--- src/design/tscd_pkg.sv ---
// Package for the thumb-shift chord detector: codes, field widths and types.
// Used by the channel interfaces, the top level and the checker.
package tscd_pkg;

    localparam int ModeW = 3;
    localparam int KeyW  = 16;
    localparam int TimeW = 32;
    localparam int ModW  = 8;
    localparam int KindW = 2;
    localparam int WaitW = 10;
    localparam int IdW   = 8;
    localparam int CfgIdxW  = 3;
    localparam int CfgDataW = 10;

    // HID shift bits: left shift is bit 1, right shift is bit 5.
    localparam logic [ModW-1:0] ShiftMask = 8'h22;

    typedef enum logic [CfgIdxW-1:0] {
        CFG_CHAR_WAIT  = 3'd0,
        CFG_THUMB_WAIT = 3'd1,
        CFG_OVERLAP    = 3'd2,
        CFG_DEDICATED  = 3'd3,
        CFG_US_LAYOUT  = 3'd4,
        CFG_LEFT_ID    = 3'd5,
        CFG_RIGHT_ID   = 3'd6
    } t_cfg_idx;

    typedef enum logic [ModeW-1:0] {
        EV_INIT    = 3'd0,
        EV_ALLOFF  = 3'd1,
        EV_CHAR    = 3'd2,
        EV_THUMB   = 3'd3,
        EV_RELEASE = 3'd4,
        EV_TICK    = 3'd5
    } t_event;

    typedef enum logic [2:0] {
        PH_IDLE       = 3'd0,
        PH_CHAR       = 3'd1,
        PH_THUMB      = 3'd2,
        PH_CHAR_THUMB = 3'd3,
        PH_THUMB_CHAR = 3'd4
    } t_phase;

    typedef enum logic [KindW-1:0] {
        KIND_STROKE     = 2'd0,
        KIND_THUMB      = 2'd1,
        KIND_LEFT_LONG  = 2'd2,
        KIND_RIGHT_LONG = 2'd3
    } t_kind;

    // Which pending keys go into the emitted stroke.
    typedef enum logic [2:0] {
        EM_NONE,
        EM_FULL,
        EM_NO_THUMB,
        EM_NO_CHAR,
        EM_LONG
    } t_emit;

endpackage

--- src/design/tscd_in_if.sv ---
// Event channel of the thumb-shift chord detector: valid, ready and one event.
// Depends on tscd_pkg for the field widths.
interface tscd_in_if;
    import tscd_pkg::*;

    logic              valid;
    logic              ready;
    logic [ModeW-1:0]  mode;
    logic [KeyW-1:0]   key;
    logic [TimeW-1:0]  time_ms;
    logic [ModW-1:0]   modifiers;

    modport source (output valid, mode, key, time_ms, modifiers, input ready);
    modport sink   (input valid, mode, key, time_ms, modifiers, output ready);
endinterface

--- src/design/tscd_out_if.sv ---
// Result channel of the thumb-shift chord detector: valid, ready and one stroke.
// Depends on tscd_pkg for the field widths.
interface tscd_out_if;
    import tscd_pkg::*;

    logic              valid;
    logic              ready;
    logic [KindW-1:0]  kind;
    logic [KeyW-1:0]   char_key;
    logic [KeyW-1:0]   thumb_key;
    logic              shift_as_thumb;
    logic [ModW-1:0]   held_modifiers;

    modport source (output valid, kind, char_key, thumb_key, shift_as_thumb,
                    held_modifiers, input ready);
    modport sink   (input valid, kind, char_key, thumb_key, shift_as_thumb,
                    held_modifiers, output ready);
endinterface

--- src/design/thumb_shift_chord_detector.sv ---
// Thumb-shift chord detector top level: event register, decision logic, result register.
// Depends on tscd_pkg, tscd_in_if and tscd_out_if.
//
//  Channel   Direction  Carries                                  Transfer when
//  i_ev      in         mode, key, time_ms, modifiers            valid && ready
//  o_res     out        kind, char_key, thumb_key, shift, mods   valid && ready
//  i_cfg_*   in         register index and write data            i_cfg_we high
//
// An event goes from its transfer on i_ev into the event register, then through
// the decision logic into the result register, which drives o_res. One event per
// cycle is sustained while o_res does not stall; the phase and pending-key
// registers update once for each event that the decision stage takes.
// Reset is synchronous and active low; it returns the configuration and detector
// state registers to their default values and empties both pipeline registers.
// When o_res stalls, the event register holds and i_ev drops ready only once
// both the event register and the result register are full.
module thumb_shift_chord_detector (
    input  logic                            i_clk,
    input  logic                            i_rst_n,
    tscd_in_if.sink                         i_ev,
    tscd_out_if.source                      o_res,
    input  logic                            i_cfg_we,
    input  logic [tscd_pkg::CfgIdxW-1:0]    i_cfg_idx,
    input  logic [tscd_pkg::CfgDataW-1:0]   i_cfg_data
);
    import tscd_pkg::*;

    // Configuration registers.
    logic [WaitW-1:0] r_char_wait;
    logic [WaitW-1:0] r_thumb_wait;
    logic [WaitW-1:0] r_overlap;
    logic             r_dedicated;
    logic             r_us_layout;
    logic [IdW-1:0]   r_left_id;
    logic [IdW-1:0]   r_right_id;

    // Event register.
    logic             r_in_valid;
    logic [ModeW-1:0] r_mode;
    logic [KeyW-1:0]  r_key;
    logic [TimeW-1:0] r_now;
    logic [ModW-1:0]  r_mods;

    // Detector state.
    t_phase           r_phase, n_phase;
    logic [KeyW-1:0]  r_pc, n_pc;
    logic [KeyW-1:0]  r_pt, n_pt;
    logic [TimeW-1:0] r_ctime, n_ctime;
    logic [TimeW-1:0] r_ttime, n_ttime;
    logic [TimeW-1:0] r_dl, n_dl;

    // Result register.
    logic             r_out_valid;
    t_kind            r_kind, n_kind;
    logic [KeyW-1:0]  r_out_c, n_out_c;
    logic [KeyW-1:0]  r_out_t, n_out_t;
    logic             r_out_s, n_out_s;
    logic [ModW-1:0]  r_out_mods;
    logic             n_out_valid;

    logic             fire;
    t_event           ev;
    logic             tick_hit;
    logic             ev_ok;
    logic [TimeW-1:0] t1, t2, ref_time;
    logic             t1_lt_t2;
    logic             split_ok;
    t_emit            emit_sel;
    logic [KeyW-1:0]  eff_c, eff_t;

    // The decision stage runs whenever it holds an event and the result
    // register is free or being emptied in this cycle.
    assign fire        = r_in_valid && (!r_out_valid || o_res.ready);
    assign i_ev.ready  = !r_in_valid || fire;

    always_ff @(posedge i_clk) begin
        if (!i_rst_n) begin
            r_char_wait  <= WaitW'(100);
            r_thumb_wait <= WaitW'(100);
            r_overlap    <= WaitW'(50);
            r_dedicated  <= 1'b0;
            r_us_layout  <= 1'b0;
            r_left_id    <= '0;
            r_right_id   <= '0;
        end else if (i_cfg_we) begin
            case (t_cfg_idx'(i_cfg_idx))
                CFG_CHAR_WAIT:  r_char_wait  <= i_cfg_data;
                CFG_THUMB_WAIT: r_thumb_wait <= i_cfg_data;
                CFG_OVERLAP:    r_overlap    <= i_cfg_data;
                CFG_DEDICATED:  r_dedicated  <= i_cfg_data[0];
                CFG_US_LAYOUT:  r_us_layout  <= i_cfg_data[0];
                CFG_LEFT_ID:    r_left_id    <= i_cfg_data[IdW-1:0];
                CFG_RIGHT_ID:   r_right_id   <= i_cfg_data[IdW-1:0];
                default: ;
            endcase
        end
    end

    always_ff @(posedge i_clk) begin
        if (!i_rst_n) begin
            r_in_valid <= 1'b0;
        end else if (i_ev.ready) begin
            r_in_valid <= i_ev.valid;
        end
    end

    always_ff @(posedge i_clk) begin
        if (i_ev.valid && i_ev.ready) begin
            r_mode <= i_ev.mode;
            r_key  <= i_ev.key;
            r_now  <= i_ev.time_ms;
            r_mods <= i_ev.modifiers;
        end
    end

    // Event decode. A tick counts only as a timeout past a live deadline;
    // modes above the tick code are dropped without any effect.
    assign ev       = t_event'(r_mode);
    assign tick_hit = (ev == EV_TICK) && (r_dl != '0) && (r_now > r_dl);
    assign ev_ok    = (r_mode < ModeW'(EV_TICK)) || tick_hit;

    // Press-to-press gap (t1) and time since the later press (t2), both
    // with wrapping arithmetic.
    assign t1       = (r_phase == PH_CHAR_THUMB) ? (r_ttime - r_ctime) : (r_ctime - r_ttime);
    assign ref_time = (r_phase == PH_CHAR_THUMB) ? r_ttime : r_ctime;
    assign t2       = r_now - ref_time;
    assign t1_lt_t2 = t1 < t2;
    assign split_ok = (t2 < {{(TimeW-WaitW){1'b0}}, r_overlap}) && !t1_lt_t2;

    // Output decision: which stroke, if any, this event releases.
    always_comb begin
        emit_sel = EM_NONE;
        if (ev_ok) begin
            case (r_phase)
                PH_CHAR: begin
                    case (ev)
                        EV_ALLOFF, EV_TICK, EV_CHAR: emit_sel = EM_FULL;
                        EV_RELEASE: emit_sel = (r_key == r_pc) ? EM_FULL : EM_NONE;
                        default: emit_sel = EM_NONE;
                    endcase
                end
                PH_THUMB: begin
                    case (ev)
                        EV_ALLOFF, EV_THUMB: emit_sel = EM_FULL;
                        EV_RELEASE: emit_sel = (r_key == r_pt) ? EM_FULL : EM_NONE;
                        EV_TICK:    emit_sel = r_dedicated ? EM_NONE : EM_LONG;
                        default: emit_sel = EM_NONE;
                    endcase
                end
                PH_CHAR_THUMB: begin
                    case (ev)
                        EV_CHAR:    emit_sel = t1_lt_t2 ? EM_FULL : EM_NO_THUMB;
                        EV_RELEASE: emit_sel = (r_key == r_pc && split_ok) ? EM_NO_THUMB
                                                                           : EM_FULL;
                        EV_THUMB, EV_ALLOFF, EV_TICK: emit_sel = EM_FULL;
                        default: emit_sel = EM_NONE;
                    endcase
                end
                PH_THUMB_CHAR: begin
                    case (ev)
                        EV_THUMB:   emit_sel = t1_lt_t2 ? EM_FULL : EM_NO_CHAR;
                        EV_RELEASE: emit_sel = (r_key == r_pt && split_ok) ? EM_NO_CHAR
                                                                           : EM_FULL;
                        EV_CHAR, EV_ALLOFF, EV_TICK: emit_sel = EM_FULL;
                        default: emit_sel = EM_NONE;
                    endcase
                end
                default: emit_sel = EM_NONE;
            endcase
        end
    end

    // Result fields. A lone thumb goes out as a thumb stroke; with neither key
    // pending nothing goes out. Shift stands in for the thumb when none is held.
    assign eff_c = (emit_sel == EM_NO_CHAR)  ? '0 : r_pc;
    assign eff_t = (emit_sel == EM_NO_THUMB) ? '0 : r_pt;

    always_comb begin
        n_out_valid = 1'b0;
        n_kind      = KIND_STROKE;
        n_out_c     = '0;
        n_out_t     = r_pt;
        n_out_s     = 1'b0;
        case (emit_sel)
            EM_LONG: begin
                if (r_us_layout && r_pt[IdW-1:0] == r_left_id) begin
                    n_out_valid = 1'b1;
                    n_kind      = KIND_LEFT_LONG;
                end else if (r_us_layout && r_pt[IdW-1:0] == r_right_id) begin
                    n_out_valid = 1'b1;
                    n_kind      = KIND_RIGHT_LONG;
                end
            end
            EM_FULL, EM_NO_THUMB, EM_NO_CHAR: begin
                n_out_t = eff_t;
                if (eff_c == '0) begin
                    n_out_valid = (eff_t != '0);
                    n_kind      = KIND_THUMB;
                end else begin
                    n_out_valid = 1'b1;
                    n_kind      = KIND_STROKE;
                    n_out_c     = eff_c;
                    n_out_s     = ((r_mods & ShiftMask) != '0) && (eff_t == '0);
                end
            end
            default: n_out_valid = 1'b0;
        endcase
    end

    // Next phase and pending keys.
    always_comb begin
        n_phase = r_phase;
        n_pc    = r_pc;
        n_pt    = r_pt;
        n_ctime = r_ctime;
        n_ttime = r_ttime;
        n_dl    = tick_hit ? '0 : r_dl;
        if (ev_ok) begin
            case (r_phase)
                PH_IDLE: begin
                    n_pc    = '0;
                    n_pt    = '0;
                    n_ctime = '0;
                    n_ttime = '0;
                    n_dl    = '0;
                    if (ev == EV_CHAR) begin
                        n_pc    = r_key;
                        n_ctime = r_now;
                        n_dl    = r_now + TimeW'(r_char_wait);
                        n_phase = PH_CHAR;
                    end else if (ev == EV_THUMB) begin
                        n_pt    = r_key;
                        n_ttime = r_now;
                        n_dl    = r_now + TimeW'(r_thumb_wait);
                        n_phase = PH_THUMB;
                    end
                end
                PH_CHAR: begin
                    case (ev)
                        EV_INIT: n_phase = PH_IDLE;
                        EV_ALLOFF, EV_TICK: begin
                            n_pc    = '0;
                            n_pt    = '0;
                            n_phase = PH_IDLE;
                        end
                        EV_CHAR: begin
                            n_pt    = '0;
                            n_pc    = r_key;
                            n_ctime = r_now;
                            n_dl    = r_now + TimeW'(r_char_wait);
                        end
                        EV_THUMB: begin
                            n_pt    = r_key;
                            n_ttime = r_now;
                            n_dl    = r_now + TimeW'(r_thumb_wait);
                            n_phase = PH_CHAR_THUMB;
                        end
                        EV_RELEASE: begin
                            if (r_key == r_pc) begin
                                n_pc    = '0;
                                n_pt    = '0;
                                n_phase = PH_IDLE;
                            end
                        end
                        default: ;
                    endcase
                end
                PH_THUMB: begin
                    case (ev)
                        EV_INIT: n_phase = PH_IDLE;
                        EV_ALLOFF: begin
                            n_pc    = '0;
                            n_pt    = '0;
                            n_phase = PH_IDLE;
                        end
                        EV_CHAR: begin
                            n_pc    = r_key;
                            n_ctime = r_now;
                            n_dl    = r_now + TimeW'(r_char_wait);
                            n_phase = PH_THUMB_CHAR;
                        end
                        EV_THUMB: begin
                            n_pc    = '0;
                            n_pt    = r_key;
                            n_ttime = r_now;
                            n_dl    = r_now + TimeW'(r_thumb_wait);
                        end
                        EV_RELEASE: begin
                            if (r_key == r_pt) begin
                                n_pc    = '0;
                                n_pt    = '0;
                                n_phase = PH_IDLE;
                            end
                        end
                        EV_TICK: begin
                            if (!r_dedicated) begin
                                n_pc    = '0;
                                n_pt    = '0;
                                n_phase = PH_IDLE;
                            end
                        end
                        default: ;
                    endcase
                end
                PH_CHAR_THUMB: begin
                    case (ev)
                        EV_INIT: n_phase = PH_IDLE;
                        EV_CHAR: begin
                            n_pc    = r_key;
                            n_ctime = r_now;
                            n_dl    = r_now + TimeW'(r_char_wait);
                            if (t1_lt_t2) begin
                                n_pt    = '0;
                                n_phase = PH_CHAR;
                            end else begin
                                n_phase = PH_THUMB_CHAR;
                            end
                        end
                        EV_THUMB: begin
                            n_pc    = '0;
                            n_pt    = r_key;
                            n_ttime = r_now;
                            n_dl    = r_now + TimeW'(r_thumb_wait);
                            n_phase = PH_THUMB;
                        end
                        EV_RELEASE: begin
                            n_pc = '0;
                            if (r_key == r_pc && split_ok) begin
                                n_phase = PH_THUMB;
                            end else begin
                                n_pt    = '0;
                                n_phase = PH_IDLE;
                            end
                        end
                        default: begin
                            n_pc    = '0;
                            n_pt    = '0;
                            n_phase = PH_IDLE;
                        end
                    endcase
                end
                PH_THUMB_CHAR: begin
                    case (ev)
                        EV_INIT: n_phase = PH_IDLE;
                        EV_CHAR: begin
                            n_pt    = '0;
                            n_pc    = r_key;
                            n_ctime = r_now;
                            n_dl    = r_now + TimeW'(r_char_wait);
                            n_phase = PH_CHAR;
                        end
                        EV_THUMB: begin
                            n_pt    = r_key;
                            n_ttime = r_now;
                            n_dl    = r_now + TimeW'(r_thumb_wait);
                            if (t1_lt_t2) begin
                                n_pc    = '0;
                                n_phase = PH_THUMB;
                            end else begin
                                n_phase = PH_CHAR_THUMB;
                            end
                        end
                        EV_RELEASE: begin
                            n_pt = '0;
                            if (r_key == r_pt && split_ok) begin
                                n_phase = PH_CHAR;
                            end else begin
                                n_pc    = '0;
                                n_phase = PH_IDLE;
                            end
                        end
                        default: begin
                            n_pc    = '0;
                            n_pt    = '0;
                            n_phase = PH_IDLE;
                        end
                    endcase
                end
                default: n_phase = PH_IDLE;
            endcase
        end
    end

    always_ff @(posedge i_clk) begin
        if (!i_rst_n) begin
            r_phase <= PH_IDLE;
            r_pc    <= '0;
            r_pt    <= '0;
            r_ctime <= '0;
            r_ttime <= '0;
            r_dl    <= '0;
        end else if (fire) begin
            r_phase <= n_phase;
            r_pc    <= n_pc;
            r_pt    <= n_pt;
            r_ctime <= n_ctime;
            r_ttime <= n_ttime;
            r_dl    <= n_dl;
        end
    end

    always_ff @(posedge i_clk) begin
        if (!i_rst_n) begin
            r_out_valid <= 1'b0;
        end else if (fire) begin
            r_out_valid <= n_out_valid;
        end else if (o_res.ready) begin
            r_out_valid <= 1'b0;
        end
    end

    always_ff @(posedge i_clk) begin
        if (fire && n_out_valid) begin
            r_kind     <= n_kind;
            r_out_c    <= n_out_c;
            r_out_t    <= n_out_t;
            r_out_s    <= n_out_s;
            r_out_mods <= r_mods;
        end
    end

    assign o_res.valid          = r_out_valid;
    assign o_res.kind           = r_kind;
    assign o_res.char_key       = r_out_c;
    assign o_res.thumb_key      = r_out_t;
    assign o_res.shift_as_thumb = r_out_s;
    assign o_res.held_modifiers = r_out_mods;

endmodule

--- src/flat_wrapper.sv ---
// flat-port wrapper written by rule: the top's interface ports become plain ports
module thumb_shift_chord_detector_flat import tscd_pkg::*;
  (i_clk, i_rst_n, i_cfg_we, i_cfg_idx, i_cfg_data, i_ev_valid, i_ev_mode, i_ev_key, i_ev_time_ms, i_ev_modifiers, i_ev_ready, o_res_valid, o_res_kind, o_res_char_key, o_res_thumb_key, o_res_shift_as_thumb, o_res_held_modifiers, o_res_ready);
  tscd_in_if i_ev_i ();
  tscd_out_if o_res_i ();
  input  logic i_clk;
  input  logic i_rst_n;
  input  logic i_cfg_we;
  input  logic [tscd_pkg::CfgIdxW-1:0] i_cfg_idx;
  input  logic [tscd_pkg::CfgDataW-1:0] i_cfg_data;
  input wire logic [$bits(i_ev_i.valid)-1:0] i_ev_valid;
  input wire logic [$bits(i_ev_i.mode)-1:0] i_ev_mode;
  input wire logic [$bits(i_ev_i.key)-1:0] i_ev_key;
  input wire logic [$bits(i_ev_i.time_ms)-1:0] i_ev_time_ms;
  input wire logic [$bits(i_ev_i.modifiers)-1:0] i_ev_modifiers;
  output wire logic [$bits(i_ev_i.ready)-1:0] i_ev_ready;
  output wire logic [$bits(o_res_i.valid)-1:0] o_res_valid;
  output wire logic [$bits(o_res_i.kind)-1:0] o_res_kind;
  output wire logic [$bits(o_res_i.char_key)-1:0] o_res_char_key;
  output wire logic [$bits(o_res_i.thumb_key)-1:0] o_res_thumb_key;
  output wire logic [$bits(o_res_i.shift_as_thumb)-1:0] o_res_shift_as_thumb;
  output wire logic [$bits(o_res_i.held_modifiers)-1:0] o_res_held_modifiers;
  input wire logic [$bits(o_res_i.ready)-1:0] o_res_ready;
  assign i_ev_i.valid = i_ev_valid;
  assign i_ev_i.mode = i_ev_mode;
  assign i_ev_i.key = i_ev_key;
  assign i_ev_i.time_ms = i_ev_time_ms;
  assign i_ev_i.modifiers = i_ev_modifiers;
  assign i_ev_ready = i_ev_i.ready;
  assign o_res_valid = o_res_i.valid;
  assign o_res_kind = o_res_i.kind;
  assign o_res_char_key = o_res_i.char_key;
  assign o_res_thumb_key = o_res_i.thumb_key;
  assign o_res_shift_as_thumb = o_res_i.shift_as_thumb;
  assign o_res_held_modifiers = o_res_i.held_modifiers;
  assign o_res_i.ready = o_res_ready;
  thumb_shift_chord_detector u_core (.i_clk(i_clk), .i_rst_n(i_rst_n), .i_ev(i_ev_i), .o_res(o_res_i), .i_cfg_we(i_cfg_we), .i_cfg_idx(i_cfg_idx), .i_cfg_data(i_cfg_data));
endmodule
--- config.mk ---
export PLATFORM = sky130hd
export DESIGN_NAME = thumb_shift_chord_detector_flat
export DESIGN_NICKNAME = d
export VERILOG_FILES = /design/src/design/tscd_pkg.sv /design/src/design/tscd_in_if.sv /design/src/design/tscd_out_if.sv /design/src/design/thumb_shift_chord_detector.sv /design/src/flat_wrapper.sv
export SDC_FILE = /design/constraint.sdc
export NUM_CORES = 1
export LEC_CHECK = 0
export BUFFER_PORTS_ARGS = -buffer_cell sky130_fd_sc_hd__buf_2
export CELL_PAD_IN_SITES_DETAIL_PLACEMENT = 1
export CELL_PAD_IN_SITES_GLOBAL_PLACEMENT = 1
export CORE_MARGIN = 2
export CORE_UTILIZATION = 51
export CTS_CLUSTER_DIAMETER = 60
export DETAILED_ROUTE_END_ITERATION = 8
export GPL_ROUTABILITY_DRIVEN = 0
export GPL_TIMING_DRIVEN = 0
export PLACE_DENSITY = 0.88
export SYNTH_ARGS = -nofsm -noshare
export SYNTH_HDL_FRONTEND = slang
export SYNTH_SLANG_ARGS = --single-unit
--- constraint.sdc ---
create_clock -name i_clk -period 22.3 [get_ports i_clk]
set_clock_uncertainty 0.2 [all_clocks]
set_input_delay 2.23 -clock i_clk [delete_from_list [all_inputs] [get_ports i_clk]]
set_output_delay 2.23 -clock i_clk [all_outputs]
set_load 0.02 [all_outputs]
-- Word-level counts from Yosys, hierarchy flattened
Index checks and enable logic that the tools add are counted.
W data, S select, Z words.
- memory bits (read-only): 0
- register bits: 283
- latch bits: 0
- memories kept: 0
- memory bits (writable): 0
- logic and storage cells: 198
- input port bits: 77
- output and inout bits: 45
- divide/modulo/power cells: 0
- equality and inequality tests: 41
- $lt $le $gt $ge: 4
- reduce and logical (&&, ||, !) cells: 49
- shifts and indexed selects: 0
- add/sub/neg operators: 5
- multiplexer cells: 74
- $mul: 0
- bitwise operators: 1
- operators by type and width (operator ; number):
    $mux W32 ; 11
    $pmux W16 S4 ; 4
    $pmux W32 S2 ; 4
    $mux W16 ; 12
    $pmux W16 S5 ; 2
    $pmux W16 S3 ; 2
    $sub A32 B32 Y32 ; 3
    $add A32 B10 Y32 ; 2
    $pmux W16 S2 ; 2
    $pmux W3 S3 ; 6
    $eq A16 B16 Y1 ; 2
    $gt A32 B32 Y1 ; 1
    $logic_not A16 Y1 ; 2
    $lt A32 B10 Y1 ; 1
    $lt A32 B32 Y1 ; 1
    $reduce_bool A32 Y1 ; 1
    $eq A3 B2 Y1 const B ; 8
    $mux W3 ; 8
    $pmux W3 S4 ; 2
    $reduce_and A12 Y1 ; 2
    $eq A3 B3 Y1 const B ; 7
    $eq A8 B8 Y1 ; 2
    $reduce_bool A16 Y1 ; 1
    $ne A5 B2 Y1 const B ; 3
    28 further kinds ; 85

-- Depth between registers and ports, before layout
- depth in word-level cells: 17
- mapped depth: 33

-- Worst setup path after synthesis
OpenSTA, ideal clock, no wires.
- path type: register to register
- start point: register u_core.r_phase[2]
- end point: register u_core.r_out_c[0], in the netlist u_core.o_res.char_key[0], enable pin
- slack: 13.274 ns
- period minus slack after synthesis: 9.026 ns
- arrival time: 8.368 ns
- buffers on the path: 6
- cell stages (with the launch flop): 28
- library setup time: 0.458 ns
- cell sequence: dfxtp_1 and3b_1 clkbuf_1 clkbuf_1 clkbuf_1 clkbuf_1 clkbuf_1 clkbuf_1 o21ai_0 ha_1 fa_1 nand2b_1 a21oi_1 nor2_1 xnor2_1 ha_1 a211o_1 o22ai_1 a211oi_1 a2111oi_0 o211ai_1 a2111oi_0 nand4b_1 or4b_1 nor2_1 nor3_1 or2_1 a21oi_1
- longest elaborated chain between the ends: 17
- elaborated cells between the ends (all ways): 33
- classes of those cells: add/sub: 1; order compare: 2; eq/ne: 8; mux: 14; reduce/logical: 8
- RTL lines (what ; RTL line ; source):
    from (decl) ; thumb_shift_chord_detector.sv:45 ; t_phase r_phase, n_phase;
    from (signal assigned) ; thumb_shift_chord_detector.sv:393 ; r_phase <= n_phase;
    $eq A3 B2 Y1 ; thumb_shift_chord_detector.sv:124, thumb_shift_chord_detector.sv:125, thumb_shift_chord_detector.sv:134 ;
    $mux W32 ; thumb_shift_chord_detector.sv:125 ; assign ref_time = (r_phase == PH_CHAR_THUMB) ? r_ttime : r_ctime;
    $sub A32 B32 Y32 ; thumb_shift_chord_detector.sv:126 ; assign t2 = r_now - ref_time;
    $lt A32 B32 Y1 ; thumb_shift_chord_detector.sv:127 ; assign t1_lt_t2 = t1 < t2;
    $logic_not A1 Y1 ; thumb_shift_chord_detector.sv:128 ; assign split_ok = (t2 < {{(TimeW-WaitW){1'b0}}, r_overlap}) && !t1_lt_t2;
    $logic_and A1 B1 Y1 ; thumb_shift_chord_detector.sv:128 ;
    $logic_and A1 B1 Y1, on equally long branches ; thumb_shift_chord_detector.sv:153, thumb_shift_chord_detector.sv:162 ;
    $mux W2, on equally long branches ; thumb_shift_chord_detector.sv:153, thumb_shift_chord_detector.sv:162 ;
    $pmux W3 S3, on equally long branches ; thumb_shift_chord_detector.sv:151, thumb_shift_chord_detector.sv:160 ;
    $pmux W3 S4 * ; thumb_shift_chord_detector.sv:134 ; case (r_phase)
    $mux W3 * ; thumb_shift_chord_detector.sv:133 ; if (ev_ok) begin
    $eq A3 B2 Y1, on equally long branches ; thumb_shift_chord_detector.sv:176, thumb_shift_chord_detector.sv:184, thumb_shift_chord_detector.sv:175 ;
    $mux W16, on equally long branches ; thumb_shift_chord_detector.sv:176, thumb_shift_chord_detector.sv:175 ;
    $reduce_bool A16 Y1 / $logic_not A16 Y1 (equally long branches) ; thumb_shift_chord_detector.sv:197, thumb_shift_chord_detector.sv:196 ;
    $mux W1 ; thumb_shift_chord_detector.sv:196 ; if (eff_c == '0) begin
    $pmux W1 S2 * ; thumb_shift_chord_detector.sv:184 ; case (emit_sel)
    $logic_and A1 B1 Y1 * ; thumb_shift_chord_detector.sv:413 ; if (fire && n_out_valid) begin
    to (signal assigned) ; thumb_shift_chord_detector.sv:415 ; r_out_c <= n_out_c;
    to (decl) ; thumb_shift_chord_detector.sv:55 ; logic [KeyW-1:0] r_out_c, n_out_c;
Every way passes the cells marked *; elsewhere a longest branch is shown, timed or not.
A chain may end at the register's enable or synchronous reset.

-- Worst setup path in the final report
- start point: register u_core.r_phase[1]
- end point: register u_core.r_out_c[0], in the netlist u_core.o_res.char_key[0], enable pin
The elaborated chain is that of the path after synthesis.

==> flow_metrics.tcl <==
set metrics [dict create \
    drc 0 \
    leakage_nw 9.14 \
    seq_power_share 0.371 \
    start_kind "flip-flop" \
    cts_buffer_depth 3 \
    cts_tree "yes" \
    ioPinCount 122 \
    grt_start_max_net_pins 41 \
    worstSetupPathType "reg -> reg" \
    max_stage_delay_ns 0.65 \
    min-delay-start "u_core.r_mods[2]$_DFFE_PP_" \
    fmax_mhz 90.6 \
    power_switching_mw 0.512 \
    path_clk_slew_ns 0.06 \
    rows 73 \
    power_frac_comb 0.242 \
    synth_edf_count 102 \
    switching_share 0.327 \
    synth-compound-area-share 0.246 \
    hp-class "reg -> reg" \
    crit_slowest_cell "or4b_1" \
    grt.total_usage 0.381 \
    synth_top_cell_by_area "dfxtp_1" \
    synth_seq_area_share 0.325 \
    outcome "finished clean" \
    crit_arrival_ns 11.08 \
    pwr-share-clk 0.387 \
    drt-total-wl_um 80500 \
    yosys_warnings 0 \
    cts_setup_buffers 0 \
    synth_fa_ha_area_frac 0.117 \
    gr-total-overflow 0 \
    drtIter0Drc 1865 \
    ys_ff_latch 283 \
    endpoint_kind "flip-flop" \
    synth-xor-area-share 0.0476 \
    critPathMostFrequentCell "clkbuf_1" \
    internal-power_mw 1.05 \
    drv_slew 0 \
    synth.net_count 2723 \
    place_area_mm2 0.0219 \
    syn_area_mm2 0.0206 \
    num_vias 20700 \
    synth_mux_area_frac 0.00796 \
    drive_above_1_share 0.100 \
    min_to "u_core.o_res.held_modifiers[2]$_DFFE_PP_" \
    setup_viol_count_final 0 \
    timing.rr.start "u_core.r_phase[1]$_SDFFE_PN0P_" \
    hpwl_um 60700 \
    yosysUniqueCellTypes 96 \
    dieArea_mm2 0.0420 \
    cts_buffers 35 \
    cp.required_ns 22.35 \
    rr_worst_depth 28 \
    clock-root-buffer "clkbuf_16" \
    worst_slack_ns 11.27 \
    core_mm2 0.0398 \
    rsz0062_at_grt "no" \
    vdd_drop_max_v 0.0000622 \
    cts.sinks 283 \
    drt-pass1-iter-count 8 \
    grt_pass1_wl_um 123000 \
    ys_top_cells_by_area "dfxtp_1 18%, edfxtp_1 15%, ha_1 11%" \
    final_cell_area_mm2 0.0231 \
    synth.avg_cell_area_um2 8.38 \
    vias_per_cell 6.53 \
    ctsHoldBuffers 0 \
    route.detailed.wl_per_inst_um 25.4 \
    yosys.area_share.simple 0.201 \
    fin_crit_sh 0.495 \
    synth_top_family_by_area "compound AO/OA/AOI/OAI gates" \
    start_util 0.517 \
    yosysTopAreaCellShare 0.176 \
    min_path_cells 0 \
    clk_latency_ns 0.56 \
    first_global_vias 21400 \
    maxSlewHeadroom 0.0188 \
    cts_resized 0 \
    syn2layout_area_growth_pct 12.3 \
    p_per_area_mw_per_mm2 67.7 \
    htreeDepth 2 \
    r2r_end "u_core.o_res.char_key[0]$_SDFFCE_PP0P_" \
    worstMarginPinSlew_ns 1.46 \
    portBuffers 121 \
    synth-main-ff-cell "dfxtp_1" \
    synthCells 2457 \
    cp_max_fo 30 \
    fp.dieW_um 205 \
    final.setup.tns_ns 0 \
    antenna_left 0 \
    hold_viol 0 \
    async_flop_share 0 \
    nets 2883 \
    die_h_um 205 \
    rrSetupSlack_ns 11.27 \
    period_needed_ns 11.03 \
    drv_cap 0 \
    antenna_found_initial 1 \
    pre_cts_ws_ns 11.66 \
]
-- layout make-up --
type                    count  area (um2)
repair buffers            123         646
clock buffers              49        1050
fillers                  4850       16700
clock inverters            15         160
diodes                      1        2.50
plain buffers             128         569
well taps                 525         657
flip-flops and latches    283        6690
multi-input cells        1890       12800
inverters                 156         586
-- cells by family after synthesis --
kind of cell / after synthesis
AOI/OAI and AO/OA: 742
xor gates and xnor gates: 112
adders and majority gates: 189
buffers and inverters: 284
DFF: 283
muxes: 16
and+or+nand+nor: 831
-- worst max-delay path: cells and delay by family (launching register included) --
kind,cells,cell delay (ns)
buffers and inverters,7,3.71
AOI/OAI and AO/OA,9,2.74
xor gates and xnor gates,1,0.42
adders and majority gates,3,1.09
DFF,1,0.41
and+or+nand+nor,8,2.15
-- power by group through the flow --
stage / Combinational (mW) / Sequential, mW / Clock [mW]
after detailed placement: 0.360 / 0.589 / 0
after CTS: 0.367 / 0.579 / 0.606
after global placement: 0.336 / 0.588 / 0
final: 0.378 / 0.581 / 0.606
after floorplan: 0.252 / 0.575 / 0
after global routing: 0.408 / 0.582 / 0.625
-- worst max-delay path by stage --
| stage | slack [ns] | start | end |
|---|---|---|---|
| final | 11.27 | u_core.r_phase[1]$_SDFFE_PN0P_ | u_core.o_res.char_key[0]$_SDFFCE_PP0P_ |
| after global routing | 10.92 | u_core.r_phase[1]$_SDFFE_PN0P_ | u_core.o_res.char_key[5]$_SDFFCE_PP0P_ |
| after CTS | 11.53 | u_core.r_phase[1]$_SDFFE_PN0P_ | u_core.o_res.char_key[0]$_SDFFCE_PP0P_ |
| after detailed placement | 11.66 | u_core.r_phase[1]$_SDFFE_PN0P_ | u_core.o_res.char_key[3]$_SDFFCE_PP0P_ |
| after global placement | 9.65 | u_core.r_phase[1]$_SDFFE_PN0P_ | u_core.o_res.char_key[15]$_SDFFCE_PP0P_ |
| after floorplan | 13.27 | u_core.r_phase[2]$_SDFFE_PN0P_ | u_core.o_res.char_key[0]$_SDFFCE_PP0P_ |
-- flip-flops by register name (all words and copies together), names as in the netlist, 8 cells and up --
name / cells
u_core.r_pt: 16
u_core.r_ctime: 32
u_core.r_ttime: 32
u_core.o_res.thumb_key: 16
u_core.o_res.held_modifiers: 8
u_core.r_left_id: 8
u_core.r_pc: 16
u_core.r_dl: 32
u_core.r_now: 32
u_core.r_mods: 8
u_core.r_key: 16
u_core.o_res.char_key: 16
u_core.r_char_wait: 10
u_core.r_thumb_wait: 10
u_core.r_right_id: 8
u_core.r_overlap: 10
-- cells in the mapped netlist (6+ instances only) --
| cell | number |
|---|---|
| a2111oi_0 | 8 |
| a211o_1 | 6 |
| a211oi_1 | 13 |
| a21boi_0 | 78 |
| a21boi_1 | 7 |
| a21boi_2 | 10 |
| a21o_1 | 80 |
| a21oi_1 | 167 |
| a221oi_1 | 8 |
| a22o_1 | 23 |
| a22oi_1 | 42 |
| a31oi_1 | 15 |
| a32oi_1 | 7 |
| and2_1 | 51 |
| and3_1 | 14 |
| and4_1 | 6 |
| buf_2 | 19 |
| clkbuf_1 | 98 |
| dfxtp_1 | 181 |
| edfxtp_1 | 102 |
| ha_1 | 184 |
| inv_1 | 156 |
| mux2i_1 | 13 |
| nand2_1 | 255 |
| nand2_2 | 10 |
| nand2b_1 | 24 |
| nand3_1 | 87 |
| nand3_2 | 10 |
| nand4_1 | 39 |
| nor2_1 | 155 |
| nor2b_1 | 63 |
| nor3_1 | 41 |
| nor4_1 | 28 |
| o211a_1 | 7 |
| o211ai_1 | 26 |
| o21a_1 | 21 |
| o21ai_0 | 113 |
| o21bai_1 | 21 |
| o22ai_1 | 15 |
| o31ai_1 | 15 |
| or2_2 | 8 |
| or3_1 | 12 |
| xnor2_1 | 58 |
| xor2_1 | 54 |
-- layer usage --
layer	wire (um)	GRT usage
met5	0	0
met4	3960	0.177
met3	7210	0.0678
met2	37400	0.624
met1	31900	0.487
-- placed cells by master, fill, tap and decap left out, drive strengths merged, types with 7 or more instances in the layout --
master	n
a211oi	15
xor2	54
o211ai	27
a21boi	95
o21bai	21
a21oi	169
edfxtp	102
o31ai	15
o21ai	118
nor4	30
o211a	7
or2	11
clkbuf	147
and3	14
mux2i	13
o22ai	15
ha	184
nor2b	64
a22oi	42
buf	153
nand3	97
a31oi	15
or3	12
a22o	23
xnor2	58
a21o	80
nand2b	24
a32oi	7
nand4	39
a221oi	8
and2	52
dfxtp	181
nand2	265
o21a	22
a2111oi	8
inv	162
nor2	155
nor3	42
-- per-stage QoR --
stage	std cells	hold WS, ns	util	total power [mW]
floorplan	2457	0.200	-	0.827
global placement	3103	0.202	0.549	0.924
detailed placement	3105	0.211	0.550	0.949
CTS	3169	0.225	0.581	1.55
global route	3170	0.233	0.581	1.61
finish	3170	0.221	0.581	1.57
Note: power is estimated with default switching activity, not from simulation.
